$ cat src/rtl/srit_pkg.sv
// ----------------------------------------------------------------------------
// srit_pkg
// Widths, payload types and helpers for the segment/rectangle edge test.
// ----------------------------------------------------------------------------
package srit_pkg;

   localparam int COORD_BITS  = 16;
   localparam int EXTENT_BITS = 15;

   localparam int MAX_BITS = (COORD_BITS > EXTENT_BITS) ? COORD_BITS : EXTENT_BITS;
   localparam int OFS_W    = MAX_BITS + 2;
   localparam int PROD_W   = 2 * OFS_W;
   localparam int SUM_W    = PROD_W + 1;

   localparam int REQ_BITS = 6 * COORD_BITS + 2 * EXTENT_BITS;
   localparam int REQ_W    = ((REQ_BITS + 7) / 8) * 8;
   localparam int RSP_W    = 8;

   localparam int NUM_EDGES   = 4;
   localparam int EDGE_LEFT   = 0;
   localparam int EDGE_RIGHT  = 1;
   localparam int EDGE_TOP    = 2;
   localparam int EDGE_BOTTOM = 3;

   typedef struct packed {
      logic signed [OFS_W-1:0] dx;
      logic signed [OFS_W-1:0] dy;
      logic signed [OFS_W-1:0] ofs_l;
      logic signed [OFS_W-1:0] ofs_r;
      logic signed [OFS_W-1:0] ofs_b;
      logic signed [OFS_W-1:0] ofs_t;
      logic signed [OFS_W-1:0] wid;
      logic signed [OFS_W-1:0] hgt;
   } diff_type;

   typedef struct packed {
      logic signed [PROD_W-1:0] dx_h;
      logic signed [PROD_W-1:0] dy_w;
      logic signed [PROD_W-1:0] l_h;
      logic signed [PROD_W-1:0] r_h;
      logic signed [PROD_W-1:0] b_w;
      logic signed [PROD_W-1:0] t_w;
      logic signed [PROD_W-1:0] dy_l;
      logic signed [PROD_W-1:0] dy_r;
      logic signed [PROD_W-1:0] dx_b;
      logic signed [PROD_W-1:0] dx_t;
   } prod_type;

   typedef struct packed {
      logic signed [SUM_W-1:0] det;
      logic signed [SUM_W-1:0] tn;
      logic signed [SUM_W-1:0] un;
   } edge_type;

   typedef edge_type [NUM_EDGES-1:0] edges_type;

   function automatic logic signed [SUM_W-1:0] ext_prod(input logic signed [PROD_W-1:0] p);
      ext_prod = {p[PROD_W-1], p};
   endfunction

endpackage

$ cat src/rtl/srit_comb.sv
// ----------------------------------------------------------------------------
// srit_comb
// Stage 3: determinant and both parameter numerators for each edge.
// ----------------------------------------------------------------------------
module srit_comb (
   input  logic                clock,
   input  logic                reset,
   input  logic                in_valid,
   output logic                in_ready,
   input  srit_pkg::prod_type  in_data,
   output logic                out_valid,
   input  logic                out_ready,
   output srit_pkg::edges_type out_data
);

   logic                valid_ff;
   srit_pkg::edges_type data_ff;
   srit_pkg::edges_type data_in;

   always_comb begin
      data_in[srit_pkg::EDGE_LEFT].det    = -srit_pkg::ext_prod(in_data.dx_h);
      data_in[srit_pkg::EDGE_LEFT].tn     = -srit_pkg::ext_prod(in_data.l_h);
      data_in[srit_pkg::EDGE_LEFT].un     = srit_pkg::ext_prod(in_data.dy_l)
                                          - srit_pkg::ext_prod(in_data.dx_b);
      data_in[srit_pkg::EDGE_RIGHT].det   = -srit_pkg::ext_prod(in_data.dx_h);
      data_in[srit_pkg::EDGE_RIGHT].tn    = -srit_pkg::ext_prod(in_data.r_h);
      data_in[srit_pkg::EDGE_RIGHT].un    = srit_pkg::ext_prod(in_data.dy_r)
                                          - srit_pkg::ext_prod(in_data.dx_b);
      data_in[srit_pkg::EDGE_TOP].det     = srit_pkg::ext_prod(in_data.dy_w);
      data_in[srit_pkg::EDGE_TOP].tn      = srit_pkg::ext_prod(in_data.t_w);
      data_in[srit_pkg::EDGE_TOP].un      = srit_pkg::ext_prod(in_data.dy_l)
                                          - srit_pkg::ext_prod(in_data.dx_t);
      data_in[srit_pkg::EDGE_BOTTOM].det  = srit_pkg::ext_prod(in_data.dy_w);
      data_in[srit_pkg::EDGE_BOTTOM].tn   = srit_pkg::ext_prod(in_data.b_w);
      data_in[srit_pkg::EDGE_BOTTOM].un   = srit_pkg::ext_prod(in_data.dy_l)
                                          - srit_pkg::ext_prod(in_data.dx_b);
   end

   assign in_ready = !valid_ff || out_ready;

   always_ff @(posedge clock) begin
      if (reset) begin
         valid_ff <= 1'b0;
      end else if (in_ready) begin
         valid_ff <= in_valid;
      end
      if (in_ready && in_valid) begin
         data_ff <= data_in;
      end
   end

   assign out_valid = valid_ff;
   assign out_data  = data_ff;

endmodule

$ cat config.mk
export PLATFORM = sky130hd
export DESIGN_NAME = srit_comb
export DESIGN_NICKNAME = d
export VERILOG_FILES = /design/src/rtl/srit_pkg.sv /design/src/rtl/srit_comb.sv
export SDC_FILE = /design/constraint.sdc
export NUM_CORES = 1
export LEC_CHECK = 0
export ABC_AREA = 1
export BUFFER_PORTS_ARGS = -buffer_cell sky130_fd_sc_hd__buf_2
export CORE_AREA = 4 4 318 320
export DETAILED_ROUTE_END_ITERATION = 6
export DIE_AREA = 0 0 322 324
export GPL_TIMING_DRIVEN = 0
export PLACE_DENSITY_LB_ADDON = 0.25
export SETUP_SLACK_MARGIN = 0.2
export SLEW_MARGIN = 20
export SYNTH_ARGS = -nofsm -noshare
export SYNTH_HDL_FRONTEND = slang
export SYNTH_SLANG_ARGS = --single-unit
export TNS_END_PERCENT = 5
$ cat constraint.sdc
create_clock -name clock -period 37.3 [get_ports clock]
set_input_delay 11.19 -clock clock [delete_from_list [all_inputs] [get_ports clock]]
set_output_delay 11.19 -clock clock [all_outputs]
set_load 0.01 [all_outputs]
# After elaboration in Yosys (flattened, before gate mapping)
# Index checks and enable logic that the tools add are counted.
[totals] input_bits=364 romBits=0 n_memories=0 latch_bits=0 elab_cells=19 output_inout_bits=446 reg_bits=331 ramBits=0
[classes] muxes=0 div=0 add_sub_neg=6 n_mul=0 magnitude_cmp=0 n_eq_ne=0 n_reduce_logical=3 n_shift=0 bitwise=0
[op_table] operator="negator 36 -> 37 bit" count=3
[op_table] operator="subtractor 36 x 36 -> 37 bit" count=3
[op_table] operator="logical AND 1 bit" count=1
[op_table] operator="logical NOT 1 bit" count=1
[op_table] operator="logical OR 1 bit" count=1

# Depth between registers and ports, before layout
[logic_depth] depth_word=3 ltp_mapped=14

# Worst setup path after synthesis
# No wires, ideal clock.
[synth_timing] path_type="input-to-reg" start="input port in_valid" end="register data_ff, in the netlist out_data[0], enable pin" path_slack_ns=9.127 required_time_ns=36.169 setup_time_ns=1.131 arrival_time_ns=27.042 cell_stages=2 cell_sequence="inv_1 a21oi_1"
[synth_via] elab_chain_len=1
[synth_rtl] item="from (decl)" line_no="srit_comb.sv:8" rtl="input logic in_valid,"
[synth_rtl] item="logical AND 1 bit" line_no="srit_comb.sv:47" rtl="if (in_ready && in_valid) begin"
[synth_rtl] item="to (signal assigned)" line_no="srit_comb.sv:48" rtl="data_ff <= data_in;"
[synth_rtl] item="to (decl)" line_no="srit_comb.sv:17" rtl="srit_pkg::edges_type data_ff;"
# No other way between the ends.
# A chain may end at the register's enable or synchronous reset.

# Final worst setup path
[layout_timing] start="input port out_ready" end="output port in_ready"
[layout_via] elab_chain_len=1
[layout_rtl] item="from (decl)" line_no="srit_comb.sv:12" rtl="input logic out_ready,"
[layout_rtl] item="logical OR 1 bit" line_no="srit_comb.sv:39" rtl="assign in_ready = !valid_ff || out_ready;"
[layout_rtl] item="to (decl)" line_no="srit_comb.sv:9" rtl="output logic in_ready,"
# No other way between the ends.

==> results.cfg <==
[run_status]
status = finished clean

[drt]
drtIter0Drc = 995
drc = 0
dr.pass1.iters = 5
vias = 19900
avgViaCountPerCell = 4.13
ant_nets = 0
wirelength_um = 98200
drt-wirelength-per-cell_um = 20.4

[sta]
finalCritPeriodShare_pct = 61.2
worst_pin_slew_ns = 0.700
fmax_mhz = 43.8
slew_headroom_pct = 53.2
finalHoldViolations = 0
slew_violations = 0
setup_viol = 0
post-route-min-period_ns = 22.82
grt_setup_unrepaired = no
skew_ns = 0.0189

[clocking]
clkTransAtPathRegs_ns = 0.06
root_buffer = clkbuf_16
cts_tree = built
cts_made_buffers = 46
ctsResizeCount = 0
cts.sinks = 331
clk-insertion-delay-late_ns = 0.63
cts_setup_buffers = 0
postCtsHoldBufs = 0
htreeDepth = 2
cts_buffer_depth = 3

[layout]
mostFrequentLayoutCells = 809 x buf_2, 743 x nand2_1, 455 x inv_1, 330 x edfxtp_1, 239 x nor2_1
drive_gt1_share_pct = 30.6
post-route-util_pct = 29.8
final_common_cell = buf_2
fin_cells = 4811
seqCellArea_mm2 = 0.00993
n_fill_cell = 10800
syn_to_final_growth_pct = 35.6
multiInputGateArea_mm2 = 0.00907
nets = 3950

[grt]
antenna_found_initial = 48
grt_use_total_pct = 17.8
grt_max_degree = 24
grt-ovfl-total = 0
grt_pass1_vias = 19300
grt_pass1_wl_um = 133000

[setup_path]
slowest_stage = buf_2
cp-end-kind = primary output
crit_required_ns = 26.11
max_stage_delay_ns = 0.16
crit_chain = buf_2 -> inv_1 -> nand2_1 -> buf_2
cp_common_cell = buf_2
crit_type = in2out
setup.worst_path.start_class = input port
cp_max_fo = 2
cp.arrival_ns = 11.63

[pwr]
p_leak_nw = 14.5
power_density_mw_per_mm2 = 40.7
peakVddDrop_v = 0.0000298

[placed_design]
dp_hpwl_um = 85400
gp_congestion = 0.880
dp.cells = 4711
io_buffer_count = 809

[synthesis]
yosysSeqAreaShare_pct = 46.0
syn_area_per_cell_um2 = 8.31
ys_ff_latch = 331
syn_inst = 2596
yosysWarnings = 0
synth-xor-area-share_pct = 6.21
synthAdderAreaFrac_pct = 6.71
synthMuxAreaShare_pct = 0
synth_compound_area_share_pct = 4.16
synth_nets = 3074
yosysUniqueCellTypes = 38
netlist_area_mm2 = 0.0216
yosys.area_share.simple_pct = 24.9
synth_top_family_by_area = simple AND/OR/NAND/NOR gates

[run]
maxCapViolCount = 0

[hold_path]
hold_class = reg2reg

[floorplanning]
core-area_mm2 = 0.0981
row_count = 115
die_h_um = 324
start_util_pct = 22.0
ioPinCount = 810
fp.dieW_um = 322
die_area_mm2 = 0.104
## state kept, by name, summed over array words and instances (netlist names)
name / flops
out_valid: 1
out_data: 330
## cell families after synthesis
family,Yosys count
xor gates and xnor gates,153
and+or+nand+nor,1256
DFF,331
adders and majority gates,114
AOI/OAI and AO/OA,166
buffers and inverters,576
## through the flow
| step | power [mW] | setup WS (ns) | cell area, um2 | TNS, ns | hold WS [ns] |
|---|---|---|---|---|---|
| after global routing | 1.26 | 14.45 | 29200 | 0 | 0.586 |
| after detailed placement | 0.759 | 14.48 | 27700 | 0 | 0.534 |
| after floorplan | 0.632 | 9.13 | 21600 | 0 | 0.577 |
| after CTS | 1.22 | 14.48 | 29200 | 0 | 0.544 |
| final | 1.19 | 14.48 | 29300 | 0 | 0.538 |
| after global placement | 0.774 | -1.08 | 27200 | -335.27 | 0.488 |
## critical path: cells and delay by family
family / cells / cell delay, ns
buffers and inverters: 3 / 0.35
AND/OR/NAND/NOR: 1 / 0.08
## area by class of cell
cell class / instances / share of cell area (%)
flip-flops and latches: 331 / 33.9
multi-input cells: 1689 / 31.0
well taps: 1287 / 5.50
plain buffers: 114 / 2.92
clock inverters: 29 / 1.07
repair buffers: 828 / 15.5
diodes: 17 / 0.145
inverters: 462 / 5.93
clock buffers: 54 / 4.04
## synth_stat cells
cell type | instances | share of area [%]
a21boi_1 | 1 | 0.035
o21ai_0 | 38 | 0.88
nand3_4 | 2 | 0.16
nor2_1 | 239 | 4.2
nand2_1 | 743 | 13
o21bai_1 | 19 | 0.66
a21o_1 | 1 | 0.035
nand3_2 | 10 | 0.46
nand3b_1 | 8 | 0.28
nand4_1 | 14 | 0.41
xor2_1 | 125 | 5.1
nand2_4 | 2 | 0.10
a21boi_0 | 2 | 0.070
nor2_4 | 7 | 0.37
nand4_4 | 1 | 0.099
buf_4 | 114 | 4.0
nor4_2 | 1 | 0.058
edfxtp_1 | 330 | 46
ha_1 | 111 | 6.4
nor3_2 | 7 | 0.32
a21oi_1 | 97 | 2.2
dfxtp_1 | 1 | 0.093
and3_1 | 1 | 0.029
nor3_4 | 2 | 0.15
inv_2 | 7 | 0.12
or2_2 | 1 | 0.029
or2_1 | 2 | 0.058
nand2_2 | 7 | 0.20
inv_1 | 455 | 7.9
nor4_1 | 6 | 0.17
a31oi_1 | 8 | 0.23
nor4_4 | 1 | 0.099
fa_1 | 3 | 0.28
nor3_1 | 53 | 1.2
xnor2_1 | 28 | 1.1
nor2_2 | 16 | 0.46
nand3_1 | 126 | 2.9
and2_1 | 7 | 0.20
## worst paths after layout
path	startpoint	end	slack (ns)	depth (start not counted)
min	out_valid	out_valid	0.54	2
min reg2reg	out_valid	out_valid	0.54	2
max	out_ready	in_ready	14.48	4
max reg2reg	out_valid	out_data[177]	35.17	6
## where the power goes
group | total (mW) | internal (mW) | leakage [nW] | switching, mW
registers | 0.464 | 0.450 | 3.21 | 0.0133
logic | 0.284 | 0.105 | 10.6 | 0.179
clock network | 0.445 | 0.256 | 0.716 | 0.189
total | 1.19 | 0.812 | 14.5 | 0.380
## routing by layer
layer	wire length [um]	vias to the layer above	part of all wire, %	GRT usage [%]
li1	-	10000	-	-
met3	8910	154	9.1	6.15
met1	37400	8981	38	19.9
met5	255	-	0.26	0
met2	48500	667	49	32.1
met4	3140	40	3.2	5.51
No activity file was read; power rests on OpenSTA's default activity.
