==> src/rtl/srit_pkg.sv <==
// ----------------------------------------------------------------------------
// srit_pkg
// Widths, payload types and helpers for the segment/rectangle edge test.
// ----------------------------------------------------------------------------
package srit_pkg;

   localparam int COORD_BITS  = 16;
   localparam int EXTENT_BITS = 15;

   localparam int MAX_BITS = (COORD_BITS > EXTENT_BITS) ? COORD_BITS : EXTENT_BITS;
   localparam int OFS_W    = MAX_BITS + 2;
   localparam int PROD_W   = 2 * OFS_W;
   localparam int SUM_W    = PROD_W + 1;

   localparam int REQ_BITS = 6 * COORD_BITS + 2 * EXTENT_BITS;
   localparam int REQ_W    = ((REQ_BITS + 7) / 8) * 8;
   localparam int RSP_W    = 8;

   localparam int NUM_EDGES   = 4;
   localparam int EDGE_LEFT   = 0;
   localparam int EDGE_RIGHT  = 1;
   localparam int EDGE_TOP    = 2;
   localparam int EDGE_BOTTOM = 3;

   typedef struct packed {
      logic signed [OFS_W-1:0] dx;
      logic signed [OFS_W-1:0] dy;
      logic signed [OFS_W-1:0] ofs_l;
      logic signed [OFS_W-1:0] ofs_r;
      logic signed [OFS_W-1:0] ofs_b;
      logic signed [OFS_W-1:0] ofs_t;
      logic signed [OFS_W-1:0] wid;
      logic signed [OFS_W-1:0] hgt;
   } diff_type;

   typedef struct packed {
      logic signed [PROD_W-1:0] dx_h;
      logic signed [PROD_W-1:0] dy_w;
      logic signed [PROD_W-1:0] l_h;
      logic signed [PROD_W-1:0] r_h;
      logic signed [PROD_W-1:0] b_w;
      logic signed [PROD_W-1:0] t_w;
      logic signed [PROD_W-1:0] dy_l;
      logic signed [PROD_W-1:0] dy_r;
      logic signed [PROD_W-1:0] dx_b;
      logic signed [PROD_W-1:0] dx_t;
   } prod_type;

   typedef struct packed {
      logic signed [SUM_W-1:0] det;
      logic signed [SUM_W-1:0] tn;
      logic signed [SUM_W-1:0] un;
   } edge_type;

   typedef edge_type [NUM_EDGES-1:0] edges_type;

   function automatic logic signed [SUM_W-1:0] ext_prod(input logic signed [PROD_W-1:0] p);
      ext_prod = {p[PROD_W-1], p};
   endfunction

endpackage

==> src/rtl/srit_cmp.sv <==
// ----------------------------------------------------------------------------
// srit_cmp
// Stage 4: sign-aware range checks per edge, merged into the hit flag.
// ----------------------------------------------------------------------------
module srit_cmp (
   input  logic                clock,
   input  logic                reset,
   input  logic                in_valid,
   output logic                in_ready,
   input  srit_pkg::edges_type in_data,
   output logic                out_valid,
   input  logic                out_ready,
   output logic                out_hit
);

   localparam int S = srit_pkg::SUM_W;

   logic [srit_pkg::NUM_EDGES-1:0] edge_hit;
   logic                           valid_ff;
   logic                           hit_ff;
   logic                           hit_in;

   always_comb begin
      for (int i = 0; i < srit_pkg::NUM_EDGES; i++) begin
         if (in_data[i].det == S'(0)) begin
            edge_hit[i] = 1'b0;
         end else if (!in_data[i].det[S-1]) begin
            edge_hit[i] = (in_data[i].tn >= 0) && (in_data[i].tn <= in_data[i].det)
                       && (in_data[i].un >= 0) && (in_data[i].un <= in_data[i].det);
         end else begin
            edge_hit[i] = (in_data[i].tn <= 0) && (in_data[i].tn >= in_data[i].det)
                       && (in_data[i].un <= 0) && (in_data[i].un >= in_data[i].det);
         end
      end
      hit_in = |edge_hit;
   end

   assign in_ready = !valid_ff || out_ready;

   always_ff @(posedge clock) begin
      if (reset) begin
         valid_ff <= 1'b0;
      end else if (in_ready) begin
         valid_ff <= in_valid;
      end
      if (in_ready && in_valid) begin
         hit_ff <= hit_in;
      end
   end

   assign out_valid = valid_ff;
   assign out_hit   = hit_ff;

endmodule

==> config.mk <==
export PLATFORM = sky130hd
export DESIGN_NAME = srit_cmp
export DESIGN_NICKNAME = d
export VERILOG_FILES = /design/src/rtl/srit_pkg.sv /design/src/rtl/srit_cmp.sv
export SDC_FILE = /design/constraint.sdc
export NUM_CORES = 1
export LEC_CHECK = 0
export ABC_AREA = 0
export BUFFER_PORTS_ARGS = -buffer_cell sky130_fd_sc_hd__buf_2
export CAP_MARGIN = 30
export CORE_AREA = 5 5 173 175
export DETAILED_ROUTE_END_ITERATION = 8
export DIE_AREA = 0 0 178 180
export GPL_TIMING_DRIVEN = 0
export SYNTH_ARGS = -nofsm -noshare
export SYNTH_HDL_FRONTEND = slang
export SYNTH_SLANG_ARGS = --single-unit
==> constraint.sdc <==
create_clock -name clock -period 2.15 [get_ports clock]
set_input_delay 0.215 -clock clock [delete_from_list [all_inputs] [get_ports clock]]
set_output_delay 0.215 -clock clock [all_outputs]
set_load 0.05 [all_outputs]
==> Word level (Yosys, flattened, before mapping) <==
Cells that the tools add are included.
{ "totals": {"regBits": 2, "latch_bits": 0, "ram_bits": 0, "mem_bits_ro": 0, "in_bits": 448, "out_inout_bits": 3, "wordCells": 74, "n_memories": 0} }
{ "classes": {"add_sub_neg": 0, "n_mul": 0, "div_mod_pow": 0, "n_lt_le_gt_ge": 32, "n_eq_ne": 0, "shifts": 0, "muxes": 8, "n_bitwise": 0, "reduce_logical": 32} }
{ "op_table": {"columns": ["operator", "n"], "rows": [
  ["$ge A37 B1 Y1 const B", 8],
  ["$ge A37 B37 Y1", 8],
  ["$le A37 B1 Y1 const B", 8],
  ["$le A37 B37 Y1", 8],
  ["$logic_not A37 Y1", 4],
  ["$logic_and A1 B1 Y1", 25],
  ["$mux W1", 8],
  ["$reduce_or A4 Y1", 1],
  ["$logic_not A1 Y1", 1],
  ["$logic_or A1 B1 Y1", 1]
]} }

==> Depth between registers and ports, before layout <==
Gate-level depths: netlist of the first run.
{ "depth": {"depth_word": 7, "ltp_mapped": 11, "depth_no_buf": 11} }

==> Worst setup path after synthesis of the first run <==
No wires, ideal clock.
{ "synth_path": {"kind": "in2reg", "start": "in in_data[410] (netlist bit)", "end": "reg hit_ff, in the netlist out_hit, data pin", "arrival_ns": 2.062, "setup_slack_ns": -0.183, "cell_stages": 11, "path_buffers": 0, "cell_sequence": "inv_1 -> ha_1 -> and3_1 -> o21a_1 -> o311a_1 -> a211oi_1 -> and2_1 -> a211oi_2 -> a211o_1 -> a22oi_2 -> nand4_1"} }
{ "synth_via": {"elab_chain_len": 7} }
{ "synth_lines": {"columns": ["element", "line_no", "source"], "rows": [
  ["from (decl)", "srit_cmp.sv:10", "input srit_pkg::edges_type in_data,"],
  ["$le A37 B37 Y1 or $ge A37 B37 Y1 (tied branches)", "srit_cmp.sv:28, srit_cmp.sv:31", null],
  ["$logic_and A1 B1 Y1, on equally long branches", "srit_cmp.sv:28, srit_cmp.sv:31", null],
  ["$logic_and A1 B1 Y1, on equally long branches (2 in series)", "srit_cmp.sv:29, srit_cmp.sv:32", null],
  ["$mux W1", "srit_cmp.sv:27", "end else if (!in_data[i].det[S-1]) begin"],
  ["$mux W1 (*)", "srit_cmp.sv:25", "if (in_data[i].det == S'(0)) begin"],
  ["$reduce_or A4 Y1 (*)", "srit_cmp.sv:35", "hit_in = |edge_hit;"],
  ["via hit_in", "srit_cmp.sv:21", "logic hit_in;"],
  ["to (signal assigned)", "srit_cmp.sv:47", "hit_ff <= hit_in;"],
  ["to (decl)", "srit_cmp.sv:20", "logic hit_ff;"]
]} }
Mark *: on every way through the listed nets, which the timed path passes. The rest lies on a longest branch.
A chain may end at the register's enable or synchronous reset.

==> Final worst setup path of the first run <==
{ "layout_path": {"start": "in in_data[93] (netlist bit)", "end": "reg hit_ff, in the netlist out_hit, data pin"} }
Same word-level chain as after synthesis.

==> flow_summary_export.csv, run 1 <==
group,metric,value,unit
outcome,status,"complete, but fails checks",
outcome,violations,"setup timing",
routing,routedWlPerCell,19.9,um
critical_path,arrival,2.48,ns
cts,cts_buffers,3,
pwr,leakagePower,6.26,nW
synthesis,synth_warnings,0,
routing,drc,0,
routing,vias_per_cell,5.54,
cts,cts.htree.levels,1,
critical_path,reg2reg_depth,2,
floorplan,rows,62,
placement,hpwl,37100,um
grt,grt_first_pass_wirelength,60800,um
grt,grt_max_degree,7,
routing,vias,11250,
timing,rsz0062_at_grt,"yes",
pwr,p_total,2.66,mW
cts,clockBufferDepth,2,
routing,antenna_left,0,
synthesis,synth_cells,1159,
timing,drv_slew,0,
synthesis,synthesis.area,8400,um^2
cts,cts_tree,"yes",
synthesis,synth_ff_type,"edfxtp_1",
timing,fin_worst_skew,0.00622,ns
routing,first_pass_iters,7,
timing,fin_crit_sh,1.19,
cells_and_area,syn_to_final_growth,45.4,%
floorplan,io_pins,451,
floorplan,start_util,0.297,
cts,cts_sinks,2,
critical_path,start_kind,"primary input",
synthesis,synth_edf_count,1,
critical_path,path_class,"in -> reg",
critical_path,cp_slowest_cell,"a221oi_1",
timing,setup_ws,-0.417,ns
synthesis,syn_nets,1903,
cells_and_area,design_area,12200,um^2
pwr,ir_worst_vdd,0.000170,V
timing,tightest_slew,0.642,ns
floorplan,die_h,180,um
grt,gr-total-overflow,0,
synthesis,syn_avg_cell_area,7.24,um^2
timing,period_needed,2.57,ns
grt,antenna_found_initial,2,
hold_path,hold_path.class,"in -> reg",
floorplan,core_area,28300,um^2
placement,place.gp.congestion,1.02,
critical_path,crit_fanout,3,
synthesis,yosysSeqAreaShare,0.00596,
synthesis,synthDistinctLibCells,58,
critical_path,crit_chain,"buf_2, inv_1, ha_1, nand4_1, buf_4, nor3_1, a221oi_1, nand3_1, a21oi_2, a21oi_2, o22ai_1, a311o_1, nand4_1",
cts,root_buffer,"clkbuf_16",
timing,setup_viol,1,
job,max_cap_violations,0,
grt,grt_use_total,0.234,
cts,clk_pin_slew,0.03,ns
critical_path,worst_ep_required_time,2.06,ns
timing,max_freq,390,MHz
critical_path,slowest_delay,0.33,ns
cells_and_area,layout-drive-gt1-share,0.356,
timing,hold_violations,0,
critical_path,endpoint_kind,"flip-flop",
placement,dpl_cell_area,11200,um^2
synthesis,synth_seq_cells,2,
routing,drt-initial-drc-count,586,
cts,insertion_delay,0.22,ns
floorplan,die_x,178,um
cells_and_area,fin_nets,2388,
grt,grt_pass1_vias,11624,
pwr,powerDensity,218,nW/um^2
routing,drt-total-wl,40300,um
hold_path,whs_path_depth,2,
floorplan,die-area,32000,um^2
cts,ctsHoldBuffers,0,
timing,maxSlewHeadroom,0.568,
placement,io_buffers,450,
synthesis,synth-async-reset-ratio,0,
==> report_power, final <==
group / internal [mW] / leakage, nW / switching, mW
Clock: 0.244 / 0.0382 / 0.0469
Combinational: 1.04 / 6.20 / 1.29
Sequential: 0.0452 / 0.0184 / 0.00113
Total: 1.33 / 6.26 / 1.33
==> sequential cells by signal, summed over array words and instances, names as in the netlist <==
| register | count |
|---|---|
| out_hit | 1 |
| out_valid | 1 |
==> kinds of logic (layout without fill, tap and decap cells) <==
family | Yosys count | in the layout | synth area share
simple gates | 428 | 428 | 0.282
fa+ha+maj | 296 | 296 | 0.441
compound gates | 262 | 262 | 0.193
buf+inv | 168 | 652 | 0.0751
xor+xnor | 2 | 2 | 0.00209
flops | 2 | 2 | 0.00596
mux | 1 | 1 | 0.00119
other cells | 0 | 2 | 0
==> layout by cell type (no fill, tap or decap), drive strengths merged, types with 30 or more instances in the layout <==
cell type / synthesis / routed
a21oi: 121 / 121
buf: 0 / 480
ha: 296 / 296
inv: 168 / 168
nand2: 77 / 77
nand3: 45 / 45
nand4: 82 / 82
nor2: 31 / 31
nor3: 30 / 30
nor4: 118 / 118
o21ai: 42 / 42
==> routing by layer <==
layer | vias to the layer above | part of all wire | GRT usage | wire length, um
met5 | - | 0 | 0 | 0
met1 | 5189 | 0.40 | 0.286 | 16100
li1 | 5476 | - | - | -
met3 | 91 | 0.067 | 0.0254 | 2720
met4 | 0 | 0.034 | 0.0702 | 1380
met2 | 494 | 0.50 | 0.426 | 20100
==> final timing paths <==
path	slack (ns)	start	endpoint
worst max-delay path	-0.42	in_data[93]	out_hit$_DFFE_PP_
worst min-delay path	0.15	reset	out_valid$_SDFFE_PP0N_
worst max register to register	1.35	out_valid$_SDFFE_PP0N_	out_hit$_DFFE_PP_
worst min register to register	0.50	out_valid$_SDFFE_PP0N_	out_valid$_SDFFE_PP0N_
==> cells in the mapped netlist (2+ instances only) <==
master     instances  area [um^2]
o211ai_1          10         75.1
nor4_2             2         25.0
a2111oi_0          2         17.5
o221ai_1           7         61.3
nand4_1           81          507
inv_1            168          631
nand2_1           77          289
a31oi_1            4         25.0
nor3_1            30          150
and2_1             5         31.3
a21boi_0           3         22.5
a21o_1            18          135
ha_1             296         3700
o31a_1             5         43.8
a211oi_1           9         67.6
or4_1              3         22.5
o21a_1            10         75.1
nor4_1           115          719
or3_1              2         12.5
and3_1             6         37.5
nor2b_1           11         68.8
a221oi_1           7         61.3
and4_1             4         35.0
o21bai_1           2         15.0
o31ai_1            4         30.0
nand2b_1           9         56.3
a22oi_1            2         15.0
nand3_1           45          225
a21oi_1          120          601
o21ai_0           42          210
nor2_1            31          116
a211o_1            3         26.3
==> worst max-delay path, delay by kind of cell <==
| family | cells | cell delay (ns) |
|---|---|---|
| adders and majority gates | 1 | 0.28 |
| and+or+nand+nor | 4 | 0.63 |
| buffers and inverters | 3 | 0.37 |
| AOI/OAI and AO/OA | 5 | 0.98 |
==> timing repair <==
item                       in CTS  in global routing
hold endpoints to repair        0                  0
buffers inserted               23                  7
gates resized for setup       119                 20
setup endpoints to repair       1                  1
pin swaps                      53                 28
==> layout make-up <==
class                           count  area [um^2]
Antenna cell                        2         5.00
Clock buffer                        4         78.8
Fill cell                        2940        16100
Inverter                          168          661
Multi-Input combinational cell    989         8320
Sequential cell                     2         50.0
Tap cell                          384          480
Timing Repair Buffer              480         2610
==> metrics by stage <==
step                      hold WS, ns   util  setup WS (ns)  setup TNS (ns)  std cells
after floorplan                 0.284      -        -0.0833         -0.0833       1159
after global placement          0.369  0.396          -1.01           -1.01       1993
after detailed placement        0.370  0.396          -1.04           -1.04       1993
after CTS                       0.144  0.425         -0.404          -0.404       2020
after global routing            0.143  0.431         -0.581          -0.581       2029
final                           0.146  0.431         -0.417          -0.417       2029
Note: power is estimated with default switching activity, not from simulation.
==> inputs of run 2 (changes only) <==
--- a/config.mk
+++ b/config.mk
@@ -5,13 +5,15 @@
 export SDC_FILE = /design/constraint.sdc
 export NUM_CORES = 1
 export LEC_CHECK = 0
-export ABC_AREA = 0
+export ABC_AREA = 1
 export BUFFER_PORTS_ARGS = -buffer_cell sky130_fd_sc_hd__buf_2
 export CAP_MARGIN = 30
-export CORE_AREA = 5 5 173 175
+export CORE_AREA = 5 5 174 176
 export DETAILED_ROUTE_END_ITERATION = 8
-export DIE_AREA = 0 0 178 180
+export DIE_AREA = 0 0 179 181
 export GPL_TIMING_DRIVEN = 0
+export HOLD_SLACK_MARGIN = 0.02
+export REMOVE_ABC_BUFFERS = 1
 export SYNTH_ARGS = -nofsm -noshare
 export SYNTH_HDL_FRONTEND = slang
 export SYNTH_SLANG_ARGS = --single-unit
==> run 2 against run 1 <==
  * The flow now finishes without violations
  * Combinational power about the same
  * Sequential power increased by 0.9%
  * Utilization increased by 1.4 points
  * Global-route usage decreased by 1.7 points
  * Synthesized cell count increased by 39%
  * Sequential share of layout area about the same
  * Critical path type unchanged
==> flow_summary_export.csv, run 2 <==
group,metric,value,unit
timing,max_freq,497,MHz
routing,antenna_left,0,
grt,grt_pass1_vias,11842,
floorplan,core_area,28500,um^2
placement,place.gp.congestion,0.942,
cts,ctsHoldBuffers,0,
timing,tightest_slew,0.547,ns
critical_path,path_class,"in -> reg",
cts,cts.htree.levels,1,
routing,first_pass_iters,5,
hold_path,min-delay-start,"reset",
pwr,powerDensity,210,nW/um^2
cts,cts_sinks,2,
floorplan,die_h,181,um
synthesis,yosysTopAreaCellShare,0.394,
floorplan,io_pins,451,
synthesis,synthesis.area,9390,um^2
grt,grt_max_degree,6,
cts,cts_tree,"yes",
grt,grt_use_total,0.217,
critical_path,crit_fanout,5,
pwr,leakagePower,7.37,nW
cells_and_area,syn_to_final_growth,34.9,%
synthesis,synth_top_area_cell,"ha_1",
synthesis,syn_avg_cell_area,5.82,um^2
synthesis,synth_edf_count,1,
synthesis,synth_ff_type,"edfxtp_1",
placement,dpl_cell_area,12100,um^2
critical_path,arrival,1.99,ns
critical_path,endpoint_kind,"flip-flop",
cells_and_area,design_area,12700,um^2
routing,drc,0,
timing,hold_violations,0,
cells_and_area,final_cell_mix,"buf_2 (450), nand2_1 (449), ha_1 (278)",
placement,io_buffers,450,
grt,antenna_found_initial,9,
synthesis,synth_seq_cells,2,
hold_path,hold_path.class,"in -> reg",
timing,drv_slew,0,
critical_path,r2r_start,"out_valid$_SDFFE_PP0N_",
pwr,ir_worst_vdd,0.000213,V
outcome,status,"complete, no violations",
timing,fin_worst_skew,0.000586,ns
synthesis,yosysSeqAreaShare,0.00533,
cells_and_area,final_common_cell,"buf_2",
cts,clockBufferDepth,2,
timing,setup_viol,0,
timing,fin_crit_sh,0.936,
cts,insertion_delay,0.22,ns
synthesis,synth_warnings,0,
placement,hpwl,35600,um
grt,grt_first_pass_wirelength,57500,um
job,max_cap_violations,0,
floorplan,start_util,0.330,
routing,drt-initial-drc-count,412,
synthesis,synth_common_cells,"nand2_1 (467), ha_1 (296), inv_1 (267)",
timing,fin_tns_setup,0,ns
timing,period_needed,2.01,ns
floorplan,die-area,32400,um^2
critical_path,worstSetupStartpoint,"in_data[443]",
routing,drt-total-wl,38200,um
cells_and_area,fin_nets,2814,
cells_and_area,layout-drive-gt1-share,0.275,
timing,holdWs,0.156,ns
cells_and_area,nFillCells,3204,
cts,root_buffer,"clkbuf_16",
floorplan,die_x,179,um
critical_path,worst_ep_required_time,2.12,ns
critical_path,start_kind,"primary input",
synthesis,yosys-top-cells-area,"ha_1 (39%), nand2_1 (19%), inv_1 (11%), nor2_1 (8.4%), a21oi_1 (5.6%)",
timing,maxSlewHeadroom,0.632,
synthesis,synthDistinctLibCells,26,
routing,vias,12049,
routing,routedWlPerCell,15.5,um
synthesis,synth_most_common_cell,"nand2_1",
floorplan,rows,62,
synthesis,synth-async-reset-ratio,0,
cts,cts_buffers,3,
cts,clk_pin_slew,0.03,ns
synthesis,synth_cells,1613,
grt,gr-total-overflow,0,
routing,vias_per_cell,4.90,
-- run 2: worst max-delay path, stage by stage --
cell and delay, ns:
buf_2 0.12, inv_2 0.08, ha_4 0.29, nand2_1 0.08
nor2_2 0.15, nand2_2 0.10, nor2_4 0.11, nand3_1 0.08
nor2_1 0.12, nor2_2 0.07, nand3_1 0.07, nand3_1 0.08
nand3_1 0.08, nand2_1 0.07, nand2_2 0.08, nand2_2 0.08
inv_2 0.05, nand2_2 0.04
-- run 2: cell families (layout without fill, tap and decap cells) --
logic type / Yosys count / after routing / share of synthesized area
compound gates: 153 / 153 / 0.0886
fa+ha+maj: 296 / 296 / 0.394
buf+inv: 268 / 724 / 0.107
flops: 2 / 2 / 0.00533
other cells: 0 / 7 / 0
simple gates: 894 / 894 / 0.405
-- run 2: path summary, 6_finish.rpt --
path,slack (ns),to,depth (start not counted)
setup / recovery,0.14,out_hit$_DFFE_PP_,18
hold / removal,0.16,out_valid$_SDFFE_PP0N_,2
setup reg to reg,1.33,out_hit$_DFFE_PP_,1
hold reg to reg,0.55,out_valid$_SDFFE_PP0N_,2
-- run 2: through the flow --
| step | std cells | total power, mW | utilization | setup slack, ns |
|---|---|---|---|---|
| CTS | 2451 | 2.55 | 0.431 | 0.0331 |
| detailed placement | 2447 | 2.22 | 0.426 | -0.288 |
| global placement | 2447 | 2.17 | 0.426 | -0.262 |
| floorplan | 1613 | 1.29 | - | 0.299 |
| global route | 2459 | 3.02 | 0.445 | -0.0358 |
| finish | 2460 | 2.65 | 0.445 | 0.137 |
-- run 2: area by class of cell --
cell class | count | area [um^2] | share of cell area
sequential | 2 | 50.0 | 0.00395
multi-input combinational | 1343 | 8760 | 0.692
timing repair buffer | 452 | 2270 | 0.179
antenna | 7 | 17.5 | 0.00138
tap | 384 | 480 | 0.0379
inverter | 268 | 1010 | 0.0796
clock buffer | 4 | 78.8 | 0.00622
-- run 2: metal layers --
layer / vias up / global-route usage / wire length, um
met5: - / 0 / 27
met4: 4 / 0.0510 / 855
met3: 49 / 0.0182 / 2350
met2: 362 / 0.395 / 18600
met1: 5332 / 0.274 / 16400
li1: 6302 / - / -
-- run 2: report_power, final --
part / internal (mW) / switching, mW
clock network: 0.244 / 0.0473
logic: 0.978 / 1.34
registers: 0.0450 / 0.00167
-- run 2: timing repair --
| item | CTS | global route |
|---|---|---|
| buffers inserted | 0 | 2 |
| hold endpoints to repair | 0 | 0 |
| setup endpoints to repair | 1 | 1 |
| pin swaps | 0 | 21 |
| resized for setup | 8 | 100 |
