## src/rtl/srit_pkg.sv

```systemverilog
// ----------------------------------------------------------------------------
// srit_pkg
// Widths, payload types and helpers for the segment/rectangle edge test.
// ----------------------------------------------------------------------------
package srit_pkg;

   localparam int COORD_BITS  = 16;
   localparam int EXTENT_BITS = 15;

   localparam int MAX_BITS = (COORD_BITS > EXTENT_BITS) ? COORD_BITS : EXTENT_BITS;
   localparam int OFS_W    = MAX_BITS + 2;
   localparam int PROD_W   = 2 * OFS_W;
   localparam int SUM_W    = PROD_W + 1;

   localparam int REQ_BITS = 6 * COORD_BITS + 2 * EXTENT_BITS;
   localparam int REQ_W    = ((REQ_BITS + 7) / 8) * 8;
   localparam int RSP_W    = 8;

   localparam int NUM_EDGES   = 4;
   localparam int EDGE_LEFT   = 0;
   localparam int EDGE_RIGHT  = 1;
   localparam int EDGE_TOP    = 2;
   localparam int EDGE_BOTTOM = 3;

   typedef struct packed {
      logic signed [OFS_W-1:0] dx;
      logic signed [OFS_W-1:0] dy;
      logic signed [OFS_W-1:0] ofs_l;
      logic signed [OFS_W-1:0] ofs_r;
      logic signed [OFS_W-1:0] ofs_b;
      logic signed [OFS_W-1:0] ofs_t;
      logic signed [OFS_W-1:0] wid;
      logic signed [OFS_W-1:0] hgt;
   } diff_type;

   typedef struct packed {
      logic signed [PROD_W-1:0] dx_h;
      logic signed [PROD_W-1:0] dy_w;
      logic signed [PROD_W-1:0] l_h;
      logic signed [PROD_W-1:0] r_h;
      logic signed [PROD_W-1:0] b_w;
      logic signed [PROD_W-1:0] t_w;
      logic signed [PROD_W-1:0] dy_l;
      logic signed [PROD_W-1:0] dy_r;
      logic signed [PROD_W-1:0] dx_b;
      logic signed [PROD_W-1:0] dx_t;
   } prod_type;

   typedef struct packed {
      logic signed [SUM_W-1:0] det;
      logic signed [SUM_W-1:0] tn;
      logic signed [SUM_W-1:0] un;
   } edge_type;

   typedef edge_type [NUM_EDGES-1:0] edges_type;

   function automatic logic signed [SUM_W-1:0] ext_prod(input logic signed [PROD_W-1:0] p);
      ext_prod = {p[PROD_W-1], p};
   endfunction

endpackage

```

## src/rtl/srit_diff.sv

```systemverilog
// ----------------------------------------------------------------------------
// srit_diff
// Stage 1: unpack the request and form segment deltas and edge offsets.
// ----------------------------------------------------------------------------
module srit_diff (
   input  logic                          clock,
   input  logic                          reset,
   input  logic                          in_valid,
   output logic                          in_ready,
   input  logic [srit_pkg::REQ_W-1:0]    in_data,
   output logic                          out_valid,
   input  logic                          out_ready,
   output srit_pkg::diff_type            out_data
);

   localparam int C = srit_pkg::COORD_BITS;
   localparam int E = srit_pkg::EXTENT_BITS;
   localparam int W = srit_pkg::OFS_W;

   logic signed [C-1:0] x1, y1, x2, y2, lft, bot;
   logic        [E-1:0] wid, hgt;
   logic signed [W-1:0] x1_e, y1_e, x2_e, y2_e, lft_e, bot_e, wid_e, hgt_e;

   logic               valid_ff;
   srit_pkg::diff_type data_ff;
   srit_pkg::diff_type data_in;

   assign x1  = in_data[C-1:0];
   assign y1  = in_data[2*C-1:C];
   assign x2  = in_data[3*C-1:2*C];
   assign y2  = in_data[4*C-1:3*C];
   assign lft = in_data[5*C-1:4*C];
   assign bot = in_data[6*C-1:5*C];
   assign wid = in_data[6*C+E-1:6*C];
   assign hgt = in_data[6*C+2*E-1:6*C+E];

   assign x1_e  = W'(x1);
   assign y1_e  = W'(y1);
   assign x2_e  = W'(x2);
   assign y2_e  = W'(y2);
   assign lft_e = W'(lft);
   assign bot_e = W'(bot);
   assign wid_e = signed'({{(W-E){1'b0}}, wid});
   assign hgt_e = signed'({{(W-E){1'b0}}, hgt});

   always_comb begin
      data_in.dx    = x1_e - x2_e;
      data_in.dy    = y1_e - y2_e;
      data_in.ofs_l = x1_e - lft_e;
      data_in.ofs_r = x1_e - lft_e - wid_e;
      data_in.ofs_b = y1_e - bot_e;
      data_in.ofs_t = y1_e - bot_e - hgt_e;
      data_in.wid   = wid_e;
      data_in.hgt   = hgt_e;
   end

   assign in_ready = !valid_ff || out_ready;

   always_ff @(posedge clock) begin
      if (reset) begin
         valid_ff <= 1'b0;
      end else if (in_ready) begin
         valid_ff <= in_valid;
      end
      if (in_ready && in_valid) begin
         data_ff <= data_in;
      end
   end

   assign out_valid = valid_ff;
   assign out_data  = data_ff;

endmodule

```

## config.mk

```make
export PLATFORM = sky130hd
export DESIGN_NAME = srit_diff
export DESIGN_NICKNAME = d
export VERILOG_FILES = /design/src/rtl/srit_pkg.sv /design/src/rtl/srit_diff.sv
export SDC_FILE = /design/constraint.sdc
export NUM_CORES = 1
export LEC_CHECK = 0
export ABC_AREA = 1
export ABC_CLOCK_PERIOD_IN_PS = 8600
export BUFFER_PORTS_ARGS = -buffer_cell sky130_fd_sc_hd__buf_4
export CORE_ASPECT_RATIO = 0.8
export CORE_MARGIN = 2
export CORE_UTILIZATION = 45
export CTS_BUF_LIST = sky130_fd_sc_hd__clkbuf_4
export DETAILED_ROUTE_END_ITERATION = 10
export PLACE_DENSITY_LB_ADDON = 0.3
export REMOVE_ABC_BUFFERS = 1
export SYNTH_ARGS = -nofsm -noshare
export SYNTH_HDL_FRONTEND = slang
export SYNTH_SLANG_ARGS = --single-unit
```

## constraint.sdc

```tcl
create_clock -name clock -period 8.6 [get_ports clock]
set_input_delay 0.43 -clock clock [delete_from_list [all_inputs] [get_ports clock]]
set_output_delay 0.43 -clock clock [all_outputs]
set_load 0.01 [all_outputs]
```

* Word level (Yosys, flattened, before mapping)
Cells that the tools add are included.
Cells by class: add/sub/neg operators 6, reductions and logical operators 3
Operators by type and width (number):
- $sub A16 B16 Y17 | 4
- $sub A17 B16 Y18 | 2
- $logic_and A1 B1 Y1 | 1
- $logic_not A1 Y1 | 1
- $logic_or A1 B1 Y1 | 1
Storage, ports and cells: bits of input ports 132, register bits after elaboration 137, output and inout port bits 146, logic and storage cells 18

* Logic depth before layout (Yosys ltp)
Gate-level depths: netlist of run 1.
depth in word-level cells 3, mapped depth 21, depth with buffers taken out 21

* Least setup slack after synthesis of run 1
No wires, ideal clock.
path kind input port to flip-flop, start input port in_valid, end register data_ff (netlist bit out_data[0]), enable pin, setup time 0.671 ns, cell stages on the path 2, arrival 6.921 ns, slack 1.007 ns, cells stage by stage inv_1 a21oi_1
Between the ends: cells in the longest elaborated chain, start to end 1
Ends and longest elaborated chain:
- start, declared | RTL line srit_diff.sv:8 | input logic in_valid,
- $logic_and A1 B1 Y1 | RTL line srit_diff.sv:65 | if (in_ready && in_valid) begin
- end signal, assigned | RTL line srit_diff.sv:66 | data_ff <= data_in;
- end, declared | RTL line srit_diff.sv:25 | srit_pkg::diff_type data_ff;
No other way between the ends. A chain may end at the register's enable or synchronous reset.

==> metrics.md, run 1 <==
| Metric | Value |
|---|---|
| Largest cells by area after synthesis | edfxtp_1 (44%), ha_1 (13%), nand2_1 (9.4%) |
| CTS tree | built |
| Worst-path fanout max | 6 |
| Final Setup Violations | 0 |
| First-pass iteration count of the detailed router | 5 |
| Syn-to-layout area delta | 30.6% |
| Psw | 0.000762 W |
| Setup crit end kind | flip-flop |
| GR Overflow Total | 0 |
| Relative slew margins | 35.7% |
| Vias in the first global route | 7444 |
| Antenna violations before repair | 1 |
| Worst Reg-to-Reg Cells | 3 |
| LEAKAGE | 6.08 nW |
| Placer Congestion | 0.885 |
| Clock period minus worst slack | 2.99 ns |
| Worst-path clk slew | 0.14 ns |
| Met1 GRT Util | 32.7% |
| Peak VDD IR | 90.3 uV |
| Post-Synth Simple-Gate Area | 16.1% |
| Crit path kind | in -> reg |
| DRT iter0 DRCs | 428 |
| Detailed-placement wirelength estimate | 19100 um |
| Post-synthesis sequential area ratio | 44.2% |
| Synth Area in Compound Gates | 9.55% |
| Combinational share of power | 38.5% |
| Busiest grt layer | met2 |
| Post-synth EDFFs | 134 |
| Tcrit/Tclk final | 34.8% |
| CP max stage cell | fa_1 |
| Max H-tree Level | 4 |
| Synth area leader | edfxtp_1 |
| Largest net degree at the start of global routing | 74 |
| Cell area after synthesis | 0.00915 sq mm |
| Skew-Pair Late Insertion Delay | 0.57 ns |
| Startpoint Class | primary input |
| Post-synthesis cell count | 1015 |
| Worst-Margin Slew | 0.965 ns |
| Cell Rows | 46 |
| Pint | 0.00140 W |
| Seq pwr share | 41.2% |
| Hold Path Class | in -> reg |
| Ys Warns | 0 |
| # clock sinks | 135 |
| Top delay family on crit path | adder cells |
| Cell Count, Final, Fillers Out | 1597 |
| Via count | 7796 |
| Post-synth top area share | 44.0% |
| Nets | 1552 |
| # IOs | 278 |
| Status | completed |
| Core area | 0.0199 sq mm |
| Flop-to-flop setup slack | 6.14 ns |
| Worst Hold Launch | in_data[97] |
| Pwr Density | 181 mW/mm^2 |
| Sw Ratio | 35.3% |
| Post-synth ARST share | 0% |
| Yosys reg bits | 135 |
| Buffers & Inverters on Critical Path | 3 |
| Final wirelength | 23800 um |
| RSZ-0062 raised after global routing | false |
| Die H | 132 um |
| Hold Path Depth | 1 |
| Fraction of final layout cells sized beyond drive strength 1 | 25.4% |
| CP most frequent cell | nand2_1 |
| First-pass GRT wire length | 37600 um |
| Met3 Use GR | 4.86% |
| Clock power share | 20.2% |
| Top_reg_cell synth | edfxtp_1 |
| Slew Viols, Final | 0 |
| Fmax | 335 MHz |
| Residual DRC | 0 |
| Clk buf depth | 2 |
| Largest family of logic cells by synthesized area | simple AND/OR/NAND/NOR gates |
| Reg-to-Reg Start | out_valid$_SDFFE_PP0N_ |
| Die area | 0.0215 sq mm |
| Worst path cell trace | buf_4, inv_1, ha_1, inv_1, fa_1, nand3_1, nand3_2, nand2_1, nand2_2, nand2_1, nand2_1, xor2_1, ha_1, a21oi_1, o21ai_0, o21bai_1, a21oi_1, xnor2_1 |
| Mux share of post-synthesis cell area | 0% |
| Setup TNS | 0 ns |
| Critical Path AT | 3.33 ns |
| Layout Utilization | 60.2% |
| Global routing usage on met2 | 32.8% |
| TritonCTS buffer count | 17 |
| Post_cts resized | 0 |
| Max stage delay on crit path | 0.41 ns |
| Hold Crit Endpoint | out_data[19]$_DFFE_PP_ |
| Syn_area_per_cell | 9.01 sq um |
| Final hold vios | 0 |
| Antenna viol nets, final | 0 |
| Via density | 4.88 |
| PortBufs | 269 |
| Post-synthesis xor/xnor area fraction | 6.89% |
| Max-Cap Viols | 0 |
| Starting Density | 46.1% |
| Die width | 163 um |
| Total track usage | 22.4% |
| Synth Area in Adders | 14.2% |
| CP Data Required Time | 8.95 ns |
| Crit Reg-Reg Endpoint | out_data[92]$_DFFE_PP_ |
| Unique masters post-synth | 41 |
| Post-Route Skew | 0.0126 ns |
| Placed insts | 1545 |
| WL/cell | 14.9 um |
| Root buffer cell | clkbuf_4 |
power by group through the flow:
stage | Clock, W | Sequential [W] | Combinational (W)
after detailed placement | 0 | 0.000906 | 0.000820
after global placement | 0 | 0.000905 | 0.000804
after floorplan | 0 | 0.000965 | 0.000450
final | 0.000437 | 0.000892 | 0.000833
after global routing | 0.000473 | 0.000901 | 0.000931
after CTS | 0.000452 | 0.000892 | 0.000828
area by class of cell:
type / instances / area, sq um
Inverter: 201 / 754
Multi-Input combinational cell: 674 / 4300
Tap cell: 264 / 330
Sequential cell: 135 / 4040
Clock inverter: 14 / 151
Fill cell: 1742 / 7910
Antenna cell: 1 / 2.50
Clock buffer: 17 / 128
Timing Repair Buffer: 291 / 2230
sequential cells by signal (all words and copies together) (netlist names):
| name | flops |
|---|---|
| out_data | 134 |
| out_valid | 1 |
what timing repair did:
action,4_1_cts,5_1_grt
hold endpoints to repair,8,12
hold buffers,8,12
buffers inserted,0,0
endpoints found under the setup margin,0,0
worst reg2reg max path, cell delays in order (launching register included):
cell and delay (ns):
dfxtp_1 0.36, a21oi_4 0.14, buf_4 0.63, buf_4 0.85
worst max-delay path by stage:
stage | slack, ns | to | depth (start not counted) | startpoint
floorplan | 1.01 | out_data[0]$_DFFE_PP_ | 2 | in_valid
detailed placement | 5.02 | out_data[87]$_DFFE_PP_ | 18 | in_data[0]
global route | 5.34 | out_data[87]$_DFFE_PP_ | 18 | in_data[0]
CTS | 5.67 | out_data[87]$_DFFE_PP_ | 18 | in_data[0]
finish | 5.61 | out_data[87]$_DFFE_PP_ | 18 | in_data[0]
global placement | 5.09 | out_data[87]$_DFFE_PP_ | 18 | in_data[0]
layer usage:
layer	up-vias	part of all wire [%]
li1	3965	-
met1	3510	48
met2	278	42
met3	43	6.9
met4	0	2.4
met5	-	0
cell usage in the layout (no fill, tap or decap), drive strengths merged, types with 2 or more instances in the layout:
cell type    Yosys  final
fa               6      6
a21o             8      8
clkinv           0      9
nand4            7      7
a21oi           87     87
o21ai           30     30
bufinv           0      2
nor2            36     36
xnor2           22     22
clkbuf           0     17
edfxtp         134    134
o21bai           5      5
nand3b           2      2
nor3            15     15
nand2          242    242
inv            201    204
o21a             2      2
nand3           44     44
a31oi            5      5
dlygate4sd3      0     20
buf             10    271
conb             1      6
ha              94     94
xor2            50     50
a21boi           5      5
synthesized netlist by cell type, types with 2 or more instances:
master and number:
nor2_1 35, nand2_2 11, a21boi_1 2, a21o_1 8
a21oi_1 81, o21ai_2 6, nand3_1 41, inv_1 197
xor2_1 50, xnor2_1 22, o21ai_1 7, nor3_1 15
o21bai_1 4, nand4_1 7, a31oi_1 5, nand3_2 3
a21boi_2 2, ha_1 94, inv_2 4, a21oi_2 6
nand2_1 229, o21ai_0 17, o21a_1 2, nand3b_1 2
nand2_4 2, buf_4 10, edfxtp_1 134, fa_1 6
cells by family (layout without fill, tap and decap cells):
family,after synthesis,in the layout
other cells,1,7
fa+ha+maj,100,100
buf+inv,211,523
compound gates,148,148
xor+xnor,72,72
flops,135,135
simple gates,348,348
metrics by stage:
step                      setup WS (ns)  cell area, sq um  total power [W]  hold slack [ns]
final                              5.61             11900          0.00216           0.0468
after CTS                          5.67             11800          0.00217         0.000801
after floorplan                    1.01              9090          0.00142            0.499
after detailed placement           5.02             11500          0.00173            0.537
after global routing               5.34             11900          0.00231          0.00207
after global placement             5.09             11500          0.00171            0.526
No activity file was read; power rests on OpenSTA's default activity.
==> inputs of run 2 (changes only) <==
Settings changed: ABC_CLOCK_PERIOD_IN_PS 8600 to 2900.
Clock period 8.6 ns to 2.9 ns, I/O delays scaled along.
==> run 2 against run 1 <==
Compared with the run above: combinational power rose to 3.3 times the previous value; non-clock buffer count increased by 65; worst hold slack improved by 0.039 ns; cell count increased by 4.1%; largest cell class unchanged; clock-buffer cell count unchanged; clock skew is 0.0017 ns lower; highest routed layer unchanged; register-to-register slack lost 4.8 ns; first-iteration DRC count rose by 10%.
==> metrics.md, run 2 (synthesized netlist as in run 1, its figures left out) <==
| Metric | Value |
|---|---|
| Status | completed |
| WL/cell | 15.1 um (+1.3%) |
| Met2 wire length | 10700 um (+6.4%) |
| Worst-path clk slew | 0.13 ns (about the same) |
| Most frequent cells in the layout | buf_4 (317), nand2_1 (227), inv_1 (197) |
| Worst-path fanout max | 4 (-2) |
| Highest Signal Layer | met4 |
| CP Data Required Time | 3.22 ns (-5.73 ns) |
| Placed Area | 0.0118 sq mm (+3.1%) |
| Worst-Margin Slew | 0.722 ns (-0.244 ns) |
| Final wirelength | 25100 um (+5.5%) |
| Worst Reg-to-Reg Cells | 2 (-1) |
| Worst Hold Launch | in_data[64] |
| Final instance area | 0.0126 sq mm (+5.6%) |
| Startpoint Class | primary input |
| Max stage delay on crit path | 0.53 ns (+0.12 ns) |
| Skew-Pair Late Insertion Delay | 0.56 ns (about the same) |
| Die area | 0.0215 sq mm (unchanged) |
| Wl on met1 | 11800 um (+2.0%) |
| Tcrit/Tclk final | 95.4% |
| LEAKAGE | 6.41 nW (+5.5%) |
| Final Setup Violations | 0 (unchanged) |
| CP max stage cell | dlygate4sd3_1 |
| # IOs | 278 (unchanged) |
| Slew Viols, Final | 0 (unchanged) |
| PortBufs | 269 (unchanged) |
| Crit path kind | in -> reg |
| Starting Density | 46.1% (unchanged) |
| Placer Congestion | 0.916 (+3.5%) |
| GR Overflow Total | 0 (unchanged) |
| DRT iter0 DRCs | 472 (+10%) |
| Flop-to-flop setup slack | 1.38 ns (-4.76 ns) |
| Detailed-placement wirelength estimate | 19900 um (+4.2%) |
| Core area | 0.0199 sq mm (unchanged) |
| Clk buf depth | 2 (unchanged) |
| Filler cells | 1717 (-1.4%) |
| Detailed-routed wire length on met3 | 1930 um (+17%) |
| First-pass iteration count of the detailed router | 5 (unchanged) |
| First-pass GRT wire length | 39000 um (+3.9%) |
| Layout Utilization | 63.5% (+3.3 points) |
| Hold Crit Endpoint | out_data[72]$_DFFE_PP_ |
| Hold Path Depth | 4 (+3) |
| Crit Reg-Reg Endpoint | out_data[72]$_DFFE_PP_ |
| Antenna viol nets, final | 0 (unchanged) |
| Antenna violations before repair | 1 (unchanged) |
| Largest net degree at the start of global routing | 135 (+82%) |
| Cell Rows | 46 (unchanged) |
| Number of flip-flops in the largest register | 134 (unchanged) |
| Max-Cap Viols | 0 (unchanged) |
| Clock period minus worst slack | 2.77 ns |
| Nets | 1617 (+4.2%) |
| Via count | 8090 (+3.8%) |
| Reg area | 0.00404 sq mm (unchanged) |
| # clock sinks | 135 (unchanged) |
| Multi-input logic area | 0.00441 sq mm (+2.5%) |
| Die width | 163 um (unchanged) |
| Hold slack | 0.0858 ns (+0.0390 ns) |
| RSZ-0062 raised after global routing | false |
| Pwr Density | 535 mW/mm^2 (+200%) |
| Critical Path AT | 3.09 ns (-0.24 ns) |
| Max H-tree Level | 4 (unchanged) |
| Via density | 4.86 (-0.35%) |
| CTS tree | built |
| Cell Count, Final, Fillers Out | 1663 (+4.1%) |
| Worst path cell trace | dlygate4sd3_1, buf_4, ha_1, inv_1, fa_2, nand3_1, nand3_2, nand2_1, nand2_2, a21oi_4, o21bai_2, xor2_1, ha_1, buf_4, nand3_1, nor3_1, a21oi_2, xnor2_1 |
| Setup crit end kind | flip-flop |
| Final hold vios | 0 (unchanged) |
| Post-Route Skew | 0.0109 ns (-0.00166 ns) |
| Fraction of final layout cells sized beyond drive strength 1 | 28.7% (+3.3 points) |
| Total track usage | 23.3% (+0.83 points) |
| Reg-to-Reg Start | out_valid$_SDFFE_PP0N_ |
| Fmax | 361 MHz |
| Placed insts | 1590 (+2.9%) |
| Residual DRC | 0 (unchanged) |
| Root buffer cell | clkbuf_4 |
| Peak VDD IR | 356 uV (+290%) |
| Die H | 132 um (unchanged) |
| Relative slew margins | 51.9% (+16 points) |
| TritonCTS buffer count | 17 (unchanged) |
| Syn-to-layout area delta | 37.9% |
| Hold Path Class | in -> reg |
| Most common cell after layout, fill and taps aside | buf_4 |
| Vias in the first global route | 7698 (+3.4%) |
| Power consumption | 0.00674 W (+210%) |
[run 2: power breakdown]
part / switching, W / internal [W]
registers: 0.0000855 / 0.00256
logic: 0.00148 / 0.00127
clock network: 0.000808 / 0.000531
[run 2: metrics by stage]
stage / setup TNS [ns] / setup WS (ns)
finish: 0 / 0.133
global route: 0 / 0.00513
CTS: 0 / 0.0785
detailed placement: -1.27 / -0.223
global placement: -0.360 / -0.112
floorplan: -616.51 / -4.60
[run 2: worst max-delay path, delay by kind of cell]
kind                     cells  cell delay (ns)
buffers and inverters        4             0.82
adder cells (fa/ha/maj)      3             0.79
AND/OR/NAND/NOR              6             0.66
AO/OA/AOI/OAI                3             0.38
XOR/XNOR                     2             0.29
[run 2: worst max-delay path by stage]
stage	start	cells past startpoint	end	slack [ns]
after floorplan	out_valid$_SDFFE_PP0N_	1	out_data[0]$_DFFE_PP_	-4.60
after global placement	in_data[0]	19	out_data[85]$_DFFE_PP_	-0.11
after detailed placement	in_data[0]	17	out_data[87]$_DFFE_PP_	-0.22
after CTS	in_data[80]	17	out_data[51]$_DFFE_PP_	0.08
after global routing	in_data[80]	21	out_data[49]$_DFFE_PP_	0.005
final	in_data[80]	18	out_data[51]$_DFFE_PP_	0.13
[run 2: area by class of cell]
cell class              count  share of cell area [%]
multi-input cells         674                    35.0
flip-flops and latches    135                    32.1
well taps                 264                    2.62
clock inverters            15                    1.30
repair buffers            356                    22.0
clock buffers              17                    1.01
diodes                      1                  0.0198
inverters                 201                    5.98
[run 2: what timing repair did]
item / 4_1_cts / 5_1_grt
hold buffers: 38 / 0
endpoints found under the hold margin: 40 / 0
resized for setup: 0 / 18
endpoints found under the setup margin: 0 / 6
buffers inserted: 0 / 2
[run 2: routing by layer]
| layer | track usage, % | vias up |
|---|---|---|
| li1 | - | 4075 |
| met1 | 33.3 | 3655 |
| met2 | 34.6 | 308 |
| met3 | 5.74 | 52 |
| met4 | 7.33 | 0 |
| met5 | 0 | - |
